File: src/rtl/asa_pkg.sv
// Shared types and constants for the arrive steering acceleration unit.
// Depends on nothing; every other file imports it.
package asa_pkg;

  localparam int unsigned DataW       = 32;
  localparam int unsigned CfgW        = 31;
  localparam int unsigned DiffW       = 33;
  localparam int unsigned CfgIdxW     = 4;
  localparam int unsigned QueueDepth  = 4;
  localparam int unsigned WideW       = 128;
  localparam int unsigned HalfW       = 64;
  localparam int unsigned FracW       = 16;
  localparam int unsigned SettleReset = 65536;

  typedef enum logic [CfgIdxW-1:0] {
    CFG_TARGET_X        = 4'd0,
    CFG_TARGET_Y        = 4'd1,
    CFG_TARGET_Z        = 4'd2,
    CFG_ARRIVAL_RADIUS  = 4'd3,
    CFG_SLOWDOWN_RADIUS = 4'd4,
    CFG_TOP_SPEED       = 4'd5,
    CFG_TOP_ACCEL       = 4'd6,
    CFG_SETTLE_TIME     = 4'd7
  } cfg_idx_e;

  typedef enum logic [1:0] {
    OP_MUL  = 2'd0,
    OP_DIV  = 2'd1,
    OP_SQRT = 2'd2
  } alu_op_e;

  typedef enum logic [4:0] {
    ST_IDLE, ST_WAIT, ST_DSQ, ST_DSQ_ACC, ST_DSQRT, ST_CHECK, ST_SPD, ST_SPD_CAP,
    ST_DES, ST_DESD, ST_DESC, ST_LIN, ST_LINC, ST_MSQ, ST_MSQ_ACC, ST_MSQRT,
    ST_CLAMP, ST_CLM, ST_CLD, ST_CLC, ST_OUT
  } seq_state_e;

  typedef struct packed {
    logic signed [DataW-1:0] target_x;
    logic signed [DataW-1:0] target_y;
    logic signed [DataW-1:0] target_z;
    logic [CfgW-1:0]         arrival_radius;
    logic [CfgW-1:0]         slowdown_radius;
    logic [CfgW-1:0]         top_speed;
    logic [CfgW-1:0]         top_accel;
    logic [CfgW-1:0]         settle_time;
  } cfg_t;

  typedef struct packed {
    logic signed [DiffW-1:0] dx;
    logic signed [DiffW-1:0] dy;
    logic signed [DiffW-1:0] dz;
    logic signed [DataW-1:0] vx;
    logic signed [DataW-1:0] vy;
    logic signed [DataW-1:0] vz;
  } item_t;

  typedef struct packed {
    logic push;
  } q_ctl_t;

endpackage

File: src/rtl/asa_queue.sv
// Short item queue between the front end and the sequencer.
// Depends on asa_pkg.
module asa_queue import asa_pkg::*; #(
  parameter int unsigned Depth = QueueDepth
) (
  input  logic   clk_i,
  input  logic   rst_ni,
  input  q_ctl_t q_ctl_i,
  input  item_t  item_i,
  output logic   full_o,
  input  logic   pop_i,
  output logic   valid_o,
  output item_t  item_o
);

  localparam int unsigned PtrW = $clog2(Depth);
  localparam int unsigned CntW = $clog2(Depth + 1);
  localparam logic [PtrW-1:0] LastPtr = PtrW'(Depth - 1);

  item_t           mem_q [Depth];
  logic [PtrW-1:0] wr_q, wr_d, rd_q, rd_d;
  logic [CntW-1:0] cnt_q, cnt_d;
  logic            do_pop;

  assign full_o  = (cnt_q == CntW'(Depth));
  assign valid_o = (cnt_q != '0);
  assign item_o  = mem_q[rd_q];
  assign do_pop  = pop_i & valid_o;

  always_comb begin
    wr_d  = wr_q;
    rd_d  = rd_q;
    cnt_d = cnt_q;
    if (q_ctl_i.push) wr_d = (wr_q == LastPtr) ? '0 : wr_q + 1'b1;
    if (do_pop)       rd_d = (rd_q == LastPtr) ? '0 : rd_q + 1'b1;
    if (q_ctl_i.push && !do_pop)      cnt_d = cnt_q + 1'b1;
    else if (!q_ctl_i.push && do_pop) cnt_d = cnt_q - 1'b1;
  end

  always_ff @(posedge clk_i or negedge rst_ni) begin
    if (!rst_ni) begin
      wr_q  <= '0;
      rd_q  <= '0;
      cnt_q <= '0;
    end else begin
      wr_q  <= wr_d;
      rd_q  <= rd_d;
      cnt_q <= cnt_d;
    end
  end

  always_ff @(posedge clk_i) begin
    if (q_ctl_i.push) mem_q[wr_q] <= item_i;
  end

endmodule

File: config.mk
export PLATFORM = sky130hd
export DESIGN_NAME = asa_queue
export DESIGN_NICKNAME = d
export VERILOG_FILES = /design/src/rtl/asa_pkg.sv /design/src/rtl/asa_queue.sv
export SDC_FILE = /design/constraint.sdc
export NUM_CORES = 1
export LEC_CHECK = 0
export BUFFER_PORTS_ARGS = -buffer_cell sky130_fd_sc_hd__buf_2
export CORE_UTILIZATION = 50
export CTS_BUF_LIST = sky130_fd_sc_hd__clkbuf_16
export CTS_CLUSTER_SIZE = 14
export DETAILED_ROUTE_END_ITERATION = 16
export HOLD_SLACK_MARGIN = 0.08
export PLACE_DENSITY = 0.83
export SLEW_MARGIN = 20
export SYNTH_ARGS = -nofsm -noshare
export SYNTH_HDL_FRONTEND = slang
export SYNTH_SLANG_ARGS = --single-unit
File: constraint.sdc
create_clock -name clk_i -period 7.99 [get_ports clk_i]
set_input_delay 0.799 -clock clk_i [delete_from_list [all_inputs] [get_ports clk_i]]
set_output_delay 0.799 -clock clk_i [all_outputs]
set_load 0.05 [all_outputs]
==> run metrics <==
Netlist cell types=18; CTS H-tree lvls=3; layout cell share with drive strength beyond 1=45.83%; Final Critical Period=4225 ps; number of DRC violations after detailed-routing iteration 0=979; post-synthesis mux area share=15.51%; post-synthesis cell count=1056; worst skew pair latency=620 ps; Layout area overhead=18.18%; Avg Cell Area, Syn=27.03 um^2; post-synthesis compound-gate area fraction=0.03507%; CP max FO=50; most frequent cells after synthesis=edfxtp_1, mux4_2, buf_2; num rows=87; DRC=0; Synth Net Count=1262; global-route wire length before repair=81.21 mm; Max Cap Viol=0; RSZ-0062 raised after global routing=false; die area=58040 um^2; Critical R2R Launch=wr_q[1]; Die Height=240.9 um; register area share after synthesis=82.68%; Hold Path Origin=item_i[16]; vias in the first global route=13634; vias per std cell=5.505; Non-Filler Instances=2322; Max Fclk=236.7 MHz; final count of hold timing violations=0; PwrDens=421.2 nW/um^2; Worst-Margin Slew=1039 ps; Worst EP required=7190 ps; critical path launch point type=register; Detailed Route WL=55.55 mm; skew final=22.72 ps; Post-DP HPWL=32.53 mm; core area=56390 um^2; initial core utilization=50.61%; # Post-CTS Setup Buffers=0; flop2flop setup slack=4830 ps; fin crit share=52.88%; Fillers=3844; dominant synthesized flop cell=edfxtp_1; antenna violations before repair=17; Vias=12783; Final Setup Violations=0; GP Congestion=0.7480; Synth Area in Simple Gates=0.2148%; Hold Path Depth=1; final design utilization=59.82%; DR pass1 iterations=4; Reg-to-Reg End=mem_q[0][116]; Leak=11.47 nW; Clock Path Buffers=3; outcome=finished, final reports clean; # nets final=1707; Sink Count=787; CTS tree=done; die width=240.9 um; io pins=396; antenna violation net count after detailed routing=0; Worst-path clk slew=60 ps; largest family of logic cells by synthesized area=multiplexers; total CTS buffers=76; Finished Cell Area=33730 um^2; post-cts gate resize count=0; largest cells by area after synthesis=edfxtp_1, mux4_2, buf_6, dfrtp_1, buf_2; Yosys warning count=0; post-synth top area share=82.07%; CP arrival=3430 ps; number of synthesized flops with an enable pin=780; kind of critical path=reg -> out; Final Power=14.21 mW; dpl cells=2178; port bufs=395; Synth Area in XOR/XNOR=0.09206%; worst hold path class=in -> reg; Area after DPL=31290 um^2; final slew viol count=0; gr usage total=19.08%; cells on worst reg2reg path=5; WL/cell=23.92 um; Seq cells post-synth=787; Post-Synth Adder-Cell Area=0.3332%; Crit. End Element=output pin; largest net degree at the start of global routing=108; Post-synth ARST share=0.8895%; gr ovfl total=0; Peak supply drop=0.0003469 V; Mapped Area=28540 um^2; Yosys top cell by area=edfxtp_1; setup TNS=0 ps; worst rel slew slack=30.72%; WHS Endpoint=mem_q[1][16]; most frequent cell after synthesis=edfxtp_1; root buffer cell=clkbuf_16
-- cells in the final DEF, fill, tap and decap left out, types with 3 or more instances in the layout --
cell type    n
and2_4       4
mux2_2       3
dfrtp_1      5
inv_1       20
clkinv_2     9
clkinv_1    18
bufinv_16    5
mux4_2     195
diode_2      8
edfxtp_1   780
buf_4       14
nand2_1      3
nor2_1       3
clkbuf_16   78
ha_1         6
buf_2      395
-- worst max-delay path by stage --
| stage | start | endpoint | slack [ps] | cells past startpoint |
|---|---|---|---|---|
| 4_1_cts | rd_q[0] | item_o[62] | 3610 | 3 |
| 5_1_grt | rd_q[0] | item_o[87] | 3430 | 3 |
| 6_report | rd_q[0] | item_o[95] | 3760 | 3 |
| 2_1_floorplan | q_ctl_i | mem_q[0][0] | 2190 | 1 |
| 3_5_place_dp | rd_q[0] | item_o[87] | 4270 | 3 |
| 3_3_place_gp | rd_q[0] | item_o[87] | 4270 | 3 |
-- worst max-delay path: stages, from the launching register on --
cell,delay (ps)
dfrtp_4,1000
buf_4,880
mux4_2,640
buf_2,240
-- layer usage --
| layer | track usage [%] | vias to the layer above | wire, um | part of all wire (%) |
|---|---|---|---|---|
| li1 | - | 5494 | - | - |
| met1 | 23.07 | 6647 | 20630 | 37 |
| met2 | 32.18 | 501 | 28610 | 51 |
| met3 | 6.108 | 123 | 4753 | 8.6 |
| met4 | 7.020 | 18 | 1445 | 2.6 |
| met5 | 0 | - | 115 | 0.21 |
-- flip-flops by register name (all words and copies together), names as in the netlist --
name / count
rd_q: 2
wr_q: 2
mem_q: 780
cnt_q: 3
-- layout make-up --
class / count / area, um^2 / share of cell area (%)
diodes: 8 / 20.02 / 0.05935
clock buffers: 78 / 1952 / 5.787
clock inverters: 57 / 455.4 / 1.350
inverters: 3 / 11.26 / 0.03339
multi-input cells: 222 / 4628 / 13.72
flip-flops and latches: 787 / 23610 / 69.98
well taps: 756 / 945.9 / 2.804
repair buffers: 411 / 2112 / 6.262
-- cells by family (layout without fill, tap and decap cells) --
family,count (synthesis),after routing
flops,787,787
compound gates,2,2
fa+ha+maj,7,7
simple gates,12,12
mux,198,198
other cells,0,8
xor+xnor,3,3
buf+inv,47,549
-- stage by stage --
step                      setup WS [ps]  hold WS (ps)
after global placement             4271         462.0
after global routing               3434         369.7
final                              3765         396.6
after floorplan                    2186         447.1
after CTS                          3613         348.4
after detailed placement           4266         472.8
-- timing repair --
| action | 4_1_cts | 5_1_grt |
|---|---|---|
| endpoints found under the hold margin | 7 | 0 |
| hold buffers | 1 | 0 |
| setup endpoints to repair | 0 | 0 |
-- where the power goes --
group	leakage [nW]	internal, mW	total [mW]	switching, mW
Sequential	7.24	5.30	5.58	0.285
Combinational	2.99	1.52	5.21	3.69
Clock	1.23	1.94	3.42	1.47
Total	11.5	8.76	14.2	5.45
No activity file was read; power rests on OpenSTA's default activity.
