[config.mk]
export PLATFORM = sky130hd
export DESIGN_NAME = asa_front
export DESIGN_NICKNAME = d
export VERILOG_FILES = /design/src/rtl/asa_pkg.sv /design/src/rtl/asa_front.sv
export SDC_FILE = /design/constraint.sdc
export NUM_CORES = 1
export LEC_CHECK = 0
export BUFFER_PORTS_ARGS = -buffer_cell sky130_fd_sc_hd__buf_2
export CAP_MARGIN = 30
export CELL_PAD_IN_SITES_DETAIL_PLACEMENT = 0
export CELL_PAD_IN_SITES_GLOBAL_PLACEMENT = 1
export CORE_AREA = 5 5 265 267
export CTS_BUF_LIST = sky130_fd_sc_hd__clkbuf_2
export DETAILED_ROUTE_END_ITERATION = 8
export DIE_AREA = 0 0 270 272
export PLACE_DENSITY = 0.54
export SYNTH_ARGS = -nofsm -noshare
export SYNTH_HDL_FRONTEND = slang
export SYNTH_SLANG_ARGS = --single-unit
export TNS_END_PERCENT = 20
[constraint.sdc]
create_clock -name clk_i -period 5.7 [get_ports clk_i]
set_input_delay 0.285 -clock clk_i [delete_from_list [all_inputs] [get_ports clk_i]]
set_output_delay 0.285 -clock clk_i [all_outputs]
set_load 0.05 [all_outputs]
[src/rtl/asa_pkg.sv]
// Shared types and constants for the arrive steering acceleration unit.
// Depends on nothing; every other file imports it.
package asa_pkg;

  localparam int unsigned DataW       = 32;
  localparam int unsigned CfgW        = 31;
  localparam int unsigned DiffW       = 33;
  localparam int unsigned CfgIdxW     = 4;
  localparam int unsigned QueueDepth  = 4;
  localparam int unsigned WideW       = 128;
  localparam int unsigned HalfW       = 64;
  localparam int unsigned FracW       = 16;
  localparam int unsigned SettleReset = 65536;

  typedef enum logic [CfgIdxW-1:0] {
    CFG_TARGET_X        = 4'd0,
    CFG_TARGET_Y        = 4'd1,
    CFG_TARGET_Z        = 4'd2,
    CFG_ARRIVAL_RADIUS  = 4'd3,
    CFG_SLOWDOWN_RADIUS = 4'd4,
    CFG_TOP_SPEED       = 4'd5,
    CFG_TOP_ACCEL       = 4'd6,
    CFG_SETTLE_TIME     = 4'd7
  } cfg_idx_e;

  typedef enum logic [1:0] {
    OP_MUL  = 2'd0,
    OP_DIV  = 2'd1,
    OP_SQRT = 2'd2
  } alu_op_e;

  typedef enum logic [4:0] {
    ST_IDLE, ST_WAIT, ST_DSQ, ST_DSQ_ACC, ST_DSQRT, ST_CHECK, ST_SPD, ST_SPD_CAP,
    ST_DES, ST_DESD, ST_DESC, ST_LIN, ST_LINC, ST_MSQ, ST_MSQ_ACC, ST_MSQRT,
    ST_CLAMP, ST_CLM, ST_CLD, ST_CLC, ST_OUT
  } seq_state_e;

  typedef struct packed {
    logic signed [DataW-1:0] target_x;
    logic signed [DataW-1:0] target_y;
    logic signed [DataW-1:0] target_z;
    logic [CfgW-1:0]         arrival_radius;
    logic [CfgW-1:0]         slowdown_radius;
    logic [CfgW-1:0]         top_speed;
    logic [CfgW-1:0]         top_accel;
    logic [CfgW-1:0]         settle_time;
  } cfg_t;

  typedef struct packed {
    logic signed [DiffW-1:0] dx;
    logic signed [DiffW-1:0] dy;
    logic signed [DiffW-1:0] dz;
    logic signed [DataW-1:0] vx;
    logic signed [DataW-1:0] vy;
    logic signed [DataW-1:0] vz;
  } item_t;

  typedef struct packed {
    logic push;
  } q_ctl_t;

endpackage

[src/rtl/asa_front.sv]
// Front end: configuration registers, input acceptance and offset to target.
// Depends on asa_pkg.
module asa_front import asa_pkg::*; (
  input  logic                    clk_i,
  input  logic                    rst_ni,
  input  logic                    start,
  output logic                    busy,
  input  logic signed [DataW-1:0] pos_x_i,
  input  logic signed [DataW-1:0] pos_y_i,
  input  logic signed [DataW-1:0] pos_z_i,
  input  logic signed [DataW-1:0] vel_x_i,
  input  logic signed [DataW-1:0] vel_y_i,
  input  logic signed [DataW-1:0] vel_z_i,
  input  logic                    cfg_valid_i,
  output logic                    cfg_ready_o,
  input  logic [CfgIdxW-1:0]      cfg_index_i,
  input  logic [DataW-1:0]        cfg_data_i,
  input  logic                    full_i,
  output q_ctl_t                  q_ctl_o,
  output item_t                   item_o,
  output cfg_t                    cfg_o
);

  cfg_t cfg_q, cfg_d;

  assign cfg_ready_o = 1'b1;
  assign busy        = full_i;
  assign q_ctl_o.push = start & ~full_i;
  assign cfg_o       = cfg_q;

  always_comb begin
    cfg_d = cfg_q;
    if (cfg_valid_i) begin
      case (cfg_idx_e'(cfg_index_i))
        CFG_TARGET_X:        cfg_d.target_x        = cfg_data_i;
        CFG_TARGET_Y:        cfg_d.target_y        = cfg_data_i;
        CFG_TARGET_Z:        cfg_d.target_z        = cfg_data_i;
        CFG_ARRIVAL_RADIUS:  cfg_d.arrival_radius  = cfg_data_i[CfgW-1:0];
        CFG_SLOWDOWN_RADIUS: cfg_d.slowdown_radius = cfg_data_i[CfgW-1:0];
        CFG_TOP_SPEED:       cfg_d.top_speed       = cfg_data_i[CfgW-1:0];
        CFG_TOP_ACCEL:       cfg_d.top_accel       = cfg_data_i[CfgW-1:0];
        CFG_SETTLE_TIME:     cfg_d.settle_time     = cfg_data_i[CfgW-1:0];
        default: ;
      endcase
    end
  end

  always_ff @(posedge clk_i or negedge rst_ni) begin
    if (!rst_ni) begin
      cfg_q             <= '0;
      cfg_q.settle_time <= CfgW'(SettleReset);
    end else begin
      cfg_q <= cfg_d;
    end
  end

  always_comb begin
    item_o.dx = DiffW'(cfg_q.target_x) - DiffW'(pos_x_i);
    item_o.dy = DiffW'(cfg_q.target_y) - DiffW'(pos_y_i);
    item_o.dz = DiffW'(cfg_q.target_z) - DiffW'(pos_z_i);
    item_o.vx = vel_x_i;
    item_o.vy = vel_y_i;
    item_o.vz = vel_z_i;
  end

endmodule

==> impl_results.md <==
* Yosys reg bits at 251
* Max Slew Vio Count at 0
* Antenna violations before repair at 11
* CTS H-tree lvls at 3
* Syn_area_per_cell at 10.6 µm²
* R2R Setup Slk at 4.34 ns
* Rows at 96
* Final setup margin at 0.648 ns
* Startpoint types: flop
* Synthesized instance count at 1446
* Synth top area cells: dfrtp_1 41%, mux2_2 18%, ha_1 7.8%
* M2 GR Usage at 29.7%
* First-pass iteration count of the detailed router at 7
* Critical setup path kind: flop to output port
* Number of port buffers at 488
* Syn Nets at 1778
* Worst Skew at 0 ns
* Wire per inst at 22.0 µm
* Core box area at 0.0679 mm²
* Pwr Total at 10.1 mW
* Dpl cells at 2684
* Post-Synth Adder-Cell Area at 8.24%
* Simple-gate portion of the synthesized area at 6.90%
* Area after DPL at 0.0181 mm²
* Residual DRC at 0
* Num CTS Buffers at 76
* Multiplexer share of the synthesized area at 18.5%
* Non-Filler Instances at 2883
* Slew HR at 34.8%
* Met1 Resource Use GR at 18.2%
* HP Class: primary input to flop
* Setup TNS at 0 ns
* Gp weighted congestion at 0.828
* Num ports at 682
* Final Critical Period at 5.05 ns
* Critical-path maximum fanout at 4
* CTS Buffer Depth at 3
* Complex-gate fraction of the synthesized area at 11.9%
* Routed WL at 63400 µm
* Outcome: finished, final reports clean
* Net Sw Power at 5.80 mW
* Initial Utilization at 22.6%
* Total GRT Usage at 16.5%
* Final ANT Viol Nets at 0
* DRT iter0 DRCs at 611
* Post-synth ARST share at 100%
* Period utilization at 88.6%
* RSZ-0062 raised after global routing: false
* Synth warnings at 0
* Worst-Skew Late Latency at 1.02 ns
* Layout cell share with drive strength beyond 1 at 44.4%
* Pwr/cell area at 522 mW/mm²
* Via density at 4.54
* Die Y at 272 µm
* Largest family of logic cells by synthesized area: multiplexers
* Combinational share of power at 61.6%
* GR Overflow Total at 0
* Largest net degree at the start of global routing at 160
* Mapped Area at 0.0153 mm²
* Clock power share at 13.9%
* Design area at 0.0193 mm²
* Worst Tran Pin Value at 0.979 ns
* F_max at 198 MHz
* Crit path arrival time at 4.77 ns
* XOR/XNOR Fraction of Synth Area at 4.52%
* Max VDD drop at 246 µV
* Clock sink count at 251
* Area grow syn2layout at 26.3%
* Vias in the first global route at 13600
* Unique cell type count in the Yosys netlist at 62
* CP endpoint kind: output port
* First-pass GRT wire length at 91800 µm
* FILL cells at 7243
* Max reg flops at 251
* Vias post-DR at 13100
* CTS tree: built
* Nets at 2260
* Final setup violating endpoints at 0
* Synth Flop Type: dfrtp_1
* FF/Latch Area at 0.00628 mm²
* CTS Root Cell: clkbuf_2
* DP Worst Slack at 1.55 ns
* Required time worst endpoint at 5.41 ns
* Horiz. Die Dim at 270 µm
* Die area at 0.0734 mm²
* Leakage at 9.80 nW
* # Max-Cap Violations at 0
* EDFF count, synth at 0
* Register area share after synthesis at 41.0%
* Area of the multi-input gates at 0.00768 mm²
* Sw Ratio at 57.4%
* Worst-path clk slew at 0.09 ns
* GR Util met3 at 4.80%
* Post-CTS Setup Bufs at 0
* Post-DP HPWL at 50700 µm
* Pint at 4.29 mW
* Busiest grt layer: met2
* Fin. Hold Viols at 0
* Cell taking the most area after synthesis: dfrtp_1
* Top-area cell type share of the netlist area at 40.9%
* Sequential Power Share at 24.5%
## layout make-up
type | count | share of cell area, %
antenna | 13 | 0.168
sequential | 251 | 32.5
inverter | 122 | 2.37
clock inverter | 32 | 0.803
tap | 882 | 5.71
multi-input combinational | 930 | 39.8
timing repair buffer | 547 | 15.9
clock buffer | 106 | 2.74
## cells by family (layout without fill, tap and decap cells)
family                   after synthesis  after routing
other                                  1             14
adder cells (fa/ha/maj)               99             99
AND/OR/NAND/NOR                      215            215
XOR/XNOR                              79             79
flip-flops                           251            251
multiplexers                         251            251
buffers and inverters                265            807
AO/OA/AOI/OAI                        285            285
## path summary, 6_finish.rpt
path / cells after the start / to / from
worst max-delay path: 11 / item_o[154] / cfg_o[188]
worst min-delay path: 3 / cfg_o[6] / cfg_data_i[6]
worst max register to register: 2 / cfg_o[184] / cfg_o[184]
worst min register to register: 1 / cfg_o[66] / cfg_o[66]
max in group asynchronous: 4 / cfg_o[132] / rst_ni
min in group asynchronous: 4 / cfg_o[158] / rst_ni
## Yosys cell counts, types with 11 or more instances
master and instances:
a211oi_1 12, a21o_1 39, a21oi_1 88, a31oi_1 12
buf_4 98, clkbuf_1 36, dfrtp_1 250, ha_1 96
inv_1 122, mux2_2 251, nand2_1 55, nand3_1 22
nand4_1 13, nor2_1 56, nor2b_1 15, nor3_1 13
o211ai_1 11, o21a_1 16, o21ai_0 54, xnor2_1 53
xor2_1 26
## critical path: stages (launching register included)
cell and delay, ns:
dfrtp_1 0.42, ha_1 0.27, nor2b_1 0.14, o2111ai_1 0.27
and4_1 0.26, o31ai_1 0.10, a221oi_1 0.80, o21ai_1 0.29
a221oi_1 0.59, o21bai_1 0.18, xor2_1 0.16, buf_2 0.28
## cell usage in the layout (no fill, tap or decap), types with 13 or more instances in the layout
cell	n
nor2_1	55
dlygate4sd3_1	47
nor2b_1	15
clkinv_1	19
diode_2	13
a21oi_1	88
ha_1	96
o21ai_0	54
clkbuf_2	106
nand2_1	54
nor3_1	13
mux2_2	251
nand4_1	13
buf_2	487
inv_1	122
xor2_1	26
o21a_1	16
a21o_1	39
xnor2_1	53
dfrtp_1	250
nand3_1	22
## routing by layer
layer	wire, µm	part of all wire [%]	vias to the layer above
li1	-	-	6046
met1	24200	38	6401
met2	32300	51	477
met3	4360	6.9	159
met4	2510	4.0	2
met5	13	0.021	-
## what timing repair did
item                       in CTS  in global routing
hold buffers                   48                  0
hold endpoints to repair      371                  0
gates resized for setup         0                  0
setup endpoints to repair       0                  0
## power by group through the flow
stage               sequential [mW]  combinational (mW)  clock [mW]
global route                   2.53                6.53        1.58
CTS                            2.48                6.27        1.50
detailed placement             2.51                6.22           0
global placement               2.49                6.22           0
floorplan                      3.94                3.27           0
finish                         2.47                6.21        1.40
## stage by stage
step | utilization [%] | hold WS (ns)
after floorplan | - | -0.0106
after global placement | 26.6 | 0.381
after detailed placement | 26.7 | 0.383
after CTS | 28.4 | 0.0158
after global routing | 28.5 | 0.0468
final | 28.5 | 0.224
(Power assumes the default switching activity.)
